$ cat src/rtl/dll_pkg.sv
// Package for the doubly linked list engine: constants, command and status codes,
// and the command and result word types. No dependencies.
package dll_pkg;

  localparam int unsigned DefCapacity  = 16;
  localparam int unsigned DefDataWidth = 32;

  typedef enum logic [2:0] {
    CMD_FRONT  = 3'd0,
    CMD_BACK   = 3'd1,
    CMD_BEFORE = 3'd2,
    CMD_DELETE = 3'd3,
    CMD_READ   = 3'd4
  } cmd_e;

  typedef enum logic [1:0] {
    ST_OK       = 2'd0,
    ST_EMPTY    = 2'd1,
    ST_NOT_FOUND = 2'd2,
    ST_FULL     = 2'd3
  } status_e;

  typedef struct packed {
    logic [2:0]         command;
    logic signed [31:0] value;
    logic signed [31:0] key;
  } cmd_t;

  typedef struct packed {
    logic [1:0]         status;
    logic signed [31:0] read_value;
    logic               reverse_pass;
    logic               last;
  } res_t;

endpackage

$ cat src/rtl/doubly_linked_list_engine_unit.sv
// Doubly linked list engine top level: sequencer, node memories, free map.
// Depends on dll_pkg.
//
// One command is taken when start_i is high and busy_o is low; busy_o then
// stays high until the cycle in which the command's last result word is
// shown. Every result word is on res_o for exactly one cycle with
// res_valid_o high, and the receiver cannot hold it off. How long a command
// runs is set by the walk over linked nodes: each node is read in S_RD,
// which issues the address, and looked at in S_CHK on the registered read
// data. An insert at front or back walks no nodes, a key search walks at
// most CAPACITY nodes, and a read-out walks the list forward, then backward,
// one result word per node. No clearing pass: nodes are only read once linked.
module doubly_linked_list_engine_unit
  import dll_pkg::*;
#(
  parameter int unsigned CAPACITY   = DefCapacity,
  parameter int unsigned DATA_WIDTH = DefDataWidth
) (
  input  logic clk_i,
  input  logic rst_ni,
  input  logic start_i,
  input  cmd_t cmd_i,
  output logic busy_o,
  output logic res_valid_o,
  output res_t res_o
);

  localparam int unsigned IW = $clog2(CAPACITY + 1); // index incl. null
  localparam int unsigned AW = (CAPACITY > 1) ? $clog2(CAPACITY) : 1;
  localparam logic [IW-1:0] Nil = IW'(CAPACITY);

  typedef enum logic [7:0] {
    S_IDLE   = 8'b00000001,
    S_DISP   = 8'b00000010,
    S_RD     = 8'b00000100, // address issued, wait for data
    S_CHK    = 8'b00001000, // look at node data
    S_LINK1  = 8'b00010000,
    S_LINK2  = 8'b00100000,
    S_EMIT   = 8'b01000000,
    S_LINK0  = 8'b10000000
  } state_e;

  state_e state_q, state_d;

  // node memories
  logic [DATA_WIDTH-1:0] val_mem [CAPACITY];
  logic [IW-1:0]         nxt_mem [CAPACITY];
  logic [IW-1:0]         prv_mem [CAPACITY];
  logic [DATA_WIDTH-1:0] rd_val_q;
  logic [IW-1:0]         rd_nxt_q, rd_prv_q;

  logic [IW-1:0]   head_q, tail_q, cur_q, newn_q, bef_q;
  logic [IW-1:0]   cnt_q;
  logic [CAPACITY-1:0] free_q;
  logic [IW-1:0]   steps_q;
  logic            rev_q;
  cmd_t            cmd_q;

  logic [DATA_WIDTH-1:0] val_in, key_in;
  assign val_in = DATA_WIDTH'({{32{cmd_q.value[31]}}, cmd_q.value});
  assign key_in = DATA_WIDTH'({{32{cmd_q.key[31]}}, cmd_q.key});

  // first free node
  logic [IW-1:0] grab;
  always_comb begin
    grab = Nil;
    for (int i = CAPACITY - 1; i >= 0; i--) begin
      if (free_q[i]) grab = IW'(i);
    end
  end

  logic full;
  assign full = (free_q == '0);

  logic [31:0] out_val;
  assign out_val = 32'($signed(rd_val_q));

  // memory write port and read port control
  logic          we_v, we_n, we_p;
  logic [AW-1:0] wa_v, wa_n, wa_p;
  logic [IW-1:0] wd_n, wd_p;
  logic          re;
  logic [AW-1:0] ra;

  always_ff @(posedge clk_i) begin
    if (we_v) val_mem[wa_v] <= val_in;
    if (we_n) nxt_mem[wa_n] <= wd_n;
    if (we_p) prv_mem[wa_p] <= wd_p;
    if (re) begin
      rd_val_q <= val_mem[ra];
      rd_nxt_q <= nxt_mem[ra];
      rd_prv_q <= prv_mem[ra];
    end
  end

  // sequencer
  logic [IW-1:0] head_d, tail_d, cur_d, newn_d, bef_d, cnt_d, steps_d;
  logic [CAPACITY-1:0] free_d;
  logic rev_d;
  res_t res_d;
  logic rv_d;

  always_comb begin
    state_d = state_q;
    head_d = head_q; tail_d = tail_q; cur_d = cur_q; newn_d = newn_q;
    bef_d = bef_q; cnt_d = cnt_q; free_d = free_q; steps_d = steps_q;
    rev_d = rev_q;
    we_v = 1'b0; we_n = 1'b0; we_p = 1'b0;
    wa_v = '0; wa_n = '0; wa_p = '0; wd_n = '0; wd_p = '0;
    re = 1'b0; ra = AW'(cur_q);
    rv_d = 1'b0;
    res_d = '{status: ST_OK, read_value: '0, reverse_pass: 1'b0, last: 1'b1};
    unique case (state_q)
      S_IDLE: begin
        if (start_i) state_d = S_DISP;
      end
      S_DISP: begin
        cur_d = head_q; steps_d = '0; rev_d = 1'b0;
        state_d = S_IDLE;
        rv_d = 1'b1;
        unique case (cmd_q.command)
          CMD_FRONT, CMD_BACK: begin
            if (full) res_d.status = ST_FULL;
            else begin
              rv_d = 1'b0;
              cur_d = (cmd_q.command == CMD_FRONT) ? head_q : Nil;
              bef_d = (cmd_q.command == CMD_FRONT) ? Nil : tail_q;
              state_d = S_LINK0;
            end
          end
          CMD_BEFORE, CMD_DELETE: begin
            if (cnt_q == '0) res_d.status = ST_EMPTY;
            else if (cmd_q.command == CMD_BEFORE && full) res_d.status = ST_FULL;
            else begin rv_d = 1'b0; state_d = S_RD; end
          end
          CMD_READ: begin
            if (cnt_q == '0 || head_q == Nil) res_d.status = ST_EMPTY;
            else begin rv_d = 1'b0; state_d = S_RD; end
          end
          default: ;
        endcase
      end
      S_RD: begin
        re = 1'b1;
        state_d = S_CHK;
      end
      S_CHK: begin
        if (cmd_q.command == CMD_READ) begin
          rv_d = 1'b1;
          res_d.read_value = out_val;
          res_d.reverse_pass = rev_q;
          res_d.last = 1'b0;
          cur_d = rev_q ? rd_prv_q : rd_nxt_q;
          steps_d = steps_q + 1'b1;
          state_d = S_RD;
          if (cur_d == Nil || steps_d == IW'(CAPACITY)) begin
            if (rev_q) begin
              res_d.last = 1'b1;
              state_d = S_IDLE;
            end else begin
              rev_d = 1'b1; cur_d = tail_q; steps_d = '0;
            end
          end
        end else if (rd_val_q == key_in) begin
          bef_d = rd_prv_q;
          if (cmd_q.command == CMD_DELETE) state_d = S_LINK1;
          else state_d = S_LINK0;
        end else begin
          cur_d = rd_nxt_q;
          steps_d = steps_q + 1'b1;
          state_d = S_RD;
          if (cur_d == Nil || steps_d == IW'(CAPACITY)) begin
            rv_d = 1'b1; res_d.status = ST_NOT_FOUND; state_d = S_IDLE;
          end
        end
      end
      S_LINK0: begin
        // insert: new node between bef_q and cur_q
        newn_d = grab;
        free_d[AW'(grab)] = 1'b0;
        we_v = 1'b1; wa_v = AW'(grab);
        we_n = 1'b1; wa_n = AW'(grab); wd_n = cur_q;
        we_p = 1'b1; wa_p = AW'(grab); wd_p = bef_q;
        cnt_d = cnt_q + 1'b1;
        state_d = S_LINK1;
      end
      S_LINK1: begin
        if (cmd_q.command == CMD_DELETE) begin
          // bef_q.next = rd_nxt_q
          if (bef_q != Nil) begin we_n = 1'b1; wa_n = AW'(bef_q); wd_n = rd_nxt_q; end
          else head_d = rd_nxt_q;
          if (rd_nxt_q != Nil) begin we_p = 1'b1; wa_p = AW'(rd_nxt_q); wd_p = bef_q; end
          else tail_d = bef_q;
          if (cnt_q != '0) cnt_d = cnt_q - 1'b1;
          free_d[AW'(cur_q)] = 1'b1;
        end else begin
          if (bef_q != Nil) begin we_n = 1'b1; wa_n = AW'(bef_q); wd_n = newn_q; end
          else head_d = newn_q;
          if (cur_q != Nil) begin we_p = 1'b1; wa_p = AW'(cur_q); wd_p = newn_q; end
          else tail_d = newn_q;
        end
        state_d = S_EMIT;
      end
      S_EMIT: begin
        rv_d = 1'b1;
        state_d = S_IDLE;
      end
      S_LINK2: state_d = S_IDLE;
      default: state_d = S_IDLE;
    endcase
  end

  always_ff @(posedge clk_i or negedge rst_ni) begin
    if (!rst_ni) begin
      state_q <= S_IDLE;
      head_q <= Nil; tail_q <= Nil; cnt_q <= '0; free_q <= '1;
      res_valid_o <= 1'b0;
    end else begin
      state_q <= state_d;
      head_q <= head_d; tail_q <= tail_d; cnt_q <= cnt_d; free_q <= free_d;
      res_valid_o <= rv_d;
    end
  end

  always_ff @(posedge clk_i) begin
    if (state_q == S_IDLE && start_i) cmd_q <= cmd_i;
    cur_q <= cur_d; newn_q <= newn_d; bef_q <= bef_d;
    steps_q <= steps_d; rev_q <= rev_d;
    res_o <= res_d;
  end

  assign busy_o = (state_q != S_IDLE);

endmodule

$ cat config.mk
export PLATFORM = sky130hd
export DESIGN_NAME = doubly_linked_list_engine_unit
export DESIGN_NICKNAME = d
export VERILOG_FILES = /design/src/rtl/dll_pkg.sv /design/src/rtl/doubly_linked_list_engine_unit.sv
export SDC_FILE = /design/constraint.sdc
export NUM_CORES = 1
export LEC_CHECK = 0
export BUFFER_PORTS_ARGS = -buffer_cell sky130_fd_sc_hd__buf_2
export CORE_ASPECT_RATIO = 2
export CORE_MARGIN = 2
export CORE_UTILIZATION = 41
export CTS_BUF_LIST = sky130_fd_sc_hd__clkbuf_4 sky130_fd_sc_hd__clkbuf_8 sky130_fd_sc_hd__clkbuf_16
export CTS_CLUSTER_SIZE = 10
export DETAILED_ROUTE_END_ITERATION = 8
export HOLD_SLACK_MARGIN = 0.03
export PLACE_DENSITY = 0.55
export SETUP_SLACK_MARGIN = 0.4
export SLEW_MARGIN = 20
export SYNTH_ARGS = -nofsm -noshare
export SYNTH_HDL_FRONTEND = slang
export SYNTH_SLANG_ARGS = --single-unit
$ cat constraint.sdc
create_clock -name clk_i -period 7 [get_ports clk_i]
set_clock_uncertainty 0.2 [all_clocks]
set_input_delay 0.35 -clock clk_i [delete_from_list [all_inputs] [get_ports clk_i]]
set_output_delay 0.35 -clock clk_i [all_outputs]
set_load 0.005 [all_outputs]
==> metrics.md <==
| Metric | Value |
|---|---|
| Largest fanout on the critical path | 26 |
| Gr ovfl total | 0 |
| Clock Tree Root | clkbuf_16 |
| WS Path Type | flop to flop |
| Worst min path class | input pin to flop |
| Worst-path clk slew | 60 ps |
| Slew Limit Fails | 0 |
| Syn_nets | 1,749 |
| CTS H-tree lvls | 3 |
| Pre-CTS setup slack | 2303 ps |
| Core area | 0.08222 mm² |
| Post-synthesis cell type count | between 70 and 80 |
| Commonest cells after routing, fill and taps aside | edfxtp_1 (802), mux4_2 (210), buf_2 (107), clkbuf_16 (101), dlygate4sd3_1 (69) |
| Share of cells above drive strength 1 | 29.02% |
| Rows | 149 |
| CP max-delay cell | inv_1 |
| Tcrit/Tclk final | 68.38% |
| Pwr/cell area | 304.1 mW/mm² |
| Crit-path cells | nor4_1 -> nand3_1 -> inv_1 -> nand3_1 -> nor2_4 -> buf_4 |
| Net Sw Frac | between 20 and 25% |
| Status | finished clean |
| Final wirelength | 85,240 µm |
| DIE AREA | about 0.085 mm² |
| Leak | 12.68 nW |
| Period minus WS final | 4787 ps |
| Maximum vdd drop | 0.0002115 V |
| Post-Syn Area per Cell | 20.25 µm² |
| Slew headroom | a little over a fifth |
| Syn-to-layout area delta | 16.38% |
| CP most frequent cell | nand3_1 |
| Leading cell type in the layout, fill and taps excluded | edfxtp_1 |
| HPWL after detailed placement | around 53,000 µm |
| Synth Register Bits | 877 |
| Clock network fraction of total power | 39.5% |
| Num CTS Buffers | 98 |
| Clock Tree Buf Depth | 3 |
| Share of flip-flops with an asynchronous set or reset | between 4 and 5% |
| Worst Path Buf+Inv | 2 |
| Cell Area, Synth | 0.03389 mm² |
| Final Hold Viols | 0 |
| Vias | 17,060 |
| Global-route wire length before repair | 125,200 µm |
| Max_cap viols | 0 |
| Pint | 9.251 mW |
| Final setup TNS | 0 ps |
| Sw power | approximately 2.7 mW |
| Crit path required time | 7120 ps |
| Drt drc | 0 |
| Max incr delay on CP | 910 ps |
| DR vias/cell | ~5.7 |
| Vias in the first global route | about 19,000 |
| Cts repair resizes | 0 |
| Final Wtd Congestion | 0.9000 |
| Area of the multi-input gates | 0.007801 mm² |
| CTS sink count | 877 |
| Ys flop type | edfxtp_1 |
| Final nets | 1,989 |
| CP arrival | a little under 5000 ps |
| FF/Latch Area | about 0.026 mm² |
| Worst-Margin Slew | 1166 ps |
| Routed Antenna Nets | 0 |
| Hold slack | 188.4 ps |
| Synth Warn # | 0 |
| Pre-antenna DRT Iters | 5 |
| Worst skew pair latency | between 600 and 700 ps |
| Unrepaired setup endpoints after global routing | false |
| CP Capture Type | flop |
| Sequential Power Share | 51.3% |
| Wire per inst | roughly 28 µm |
| Final Core Density | 47.98% |
| Initial antenna violation count | 1 |
| Fillcell total | 6,725 |
| Startpoint types | flop |
| # port buffers | about 110 |
| CTS tree | done |
| Post-synthesis sequential area ratio | about 76% |
| Finish-stage setup viols | 0 |
| Mapped Cells | ~1,700 |
| Fmax | 208.9 MHz |
| Number of synthesized flops with an enable pin | 802 |
| Antenna Diode Count | 0 |
| Power share of the combinational group | 9.2% |
| Fin worst setup slack | 2213 ps |
| Die W | between 200 and 250 µm |
| GRT Overall Usage | around a fifth |
| Iter 0 DRT Violations | 1,445 |
| Die H | ~410 µm |
| Initial Util | 41.23% |
| CP top delay family | simple AND/OR/NAND/NOR gates |
| Largest net degree at the start of global routing | 88 |
| Num ports | 108 |
stage by stage:
step,area [µm²],total power [mW],cells
finish,39440,11.99,3018
global route,39440,12.40,3018
CTS,39440,12.15,3018
detailed placement,35850,7.366,2802
global placement,35850,7.353,2802
floorplan,33890,6.952,1674
cell type report:
type	count	share of cell area (%)
clock inverter	6	0.1808
clock buffer	141	7.169
timing repair buffer	216	3.902
tap	1057	3.353
inverter	21	0.1998
multi-input combinational	700	19.78
sequential	877	65.42
cells by family after synthesis:
kind of cell    count (synthesis)  share of synthesized area, %
flops                         877                         76.13
simple gates                  293                         4.452
mux                           221                         14.30
compound gates                140                         2.665
buf+inv                        97                         1.185
xor+xnor                       41                         1.059
fa+ha+maj                       5                        0.2067
final timing paths:
check,slack (ps),start,depth (start not counted),endpoint
max in group asynchronous,5770,rst_ni,2,cnt_q[0]
min in group asynchronous,210,rst_ni,2,state_q[1]
max reg2reg,2210,state_q[2],6,val_mem[15][14]
max,2210,state_q[2],6,val_mem[15][14]
min,190,cmd_i[40],2,val_in[8]
min reg2reg,290,cnt_q[4],1,cnt_q[4]
per-layer routing:
layer	GRT usage, %	wire (µm)
met1	23.05	31300
met2	38.05	47170
met3	3.060	3870
met4	7.833	2906
met5	0	0
synth_stat cells (4+ instances only):
cell / n / share of area, %
edfxtp_1: 802 / 71
mux4_2: 210 / 14
nor2_1: 75 / 0.83
nand2_1: 60 / 0.66
a21oi_1: 55 / 0.81
clkbuf_1: 52 / 0.58
and3_1: 38 / 0.70
dfxtp_1: 36 / 2.1
xnor2_1: 35 / 0.90
nor3_1: 28 / 0.41
o21ai_0: 25 / 0.37
dfrtp_1: 20 / 1.5
dfstp_2: 19 / 1.5
inv_1: 19 / 0.21
nand3_1: 17 / 0.25
buf_2: 12 / 0.18
nor4_1: 12 / 0.22
nand4_1: 10 / 0.18
a21o_1: 9 / 0.20
buf_1: 9 / 0.10
and2_1: 8 / 0.15
a31oi_1: 7 / 0.13
mux2_2: 6 / 0.20
xor2_1: 6 / 0.16
a32o_1: 5 / 0.15
mux2i_1: 5 / 0.15
nand3b_1: 5 / 0.11
nor2b_1: 5 / 0.092
a22oi_1: 4 / 0.089
ha_1: 4 / 0.15
nand2b_1: 4 / 0.074
o31ai_1: 4 / 0.089
or2_2: 4 / 0.074
or3_1: 4 / 0.074
flip-flops by register name, indices dropped and copies added, names as in the netlist:
signal / count
val_mem: 512
cur_q: 5
res_valid_o: 1
state_q: 7
res_o: 36
out_val: 32
cnt_q: 5
nxt_mem: 80
cmd_q: 3
key_in: 32
newn_q: 5
prv_mem: 80
bef_q: 5
rd_nxt_q: 5
free_q: 16
rev_q: 1
head_q: 5
rd_prv_q: 5
steps_q: 5
tail_q: 5
val_in: 32
repair_timing:
item	4_1_cts	5_1_grt
hold endpoints to repair	88	0
buffers inserted	0	0
hold buffers	69	0
power groups by stage:
stage | registers (mW) | clock network [mW] | logic (mW)
global route | 6.18 | 5.04 | 1.19
CTS | 6.16 | 4.85 | 1.14
global placement | 6.25 | 0 | 1.10
finish | 6.15 | 4.73 | 1.11
floorplan | 6.17 | 0 | 0.779
detailed placement | 6.26 | 0 | 1.11
No activity file was read; power rests on OpenSTA's default activity.
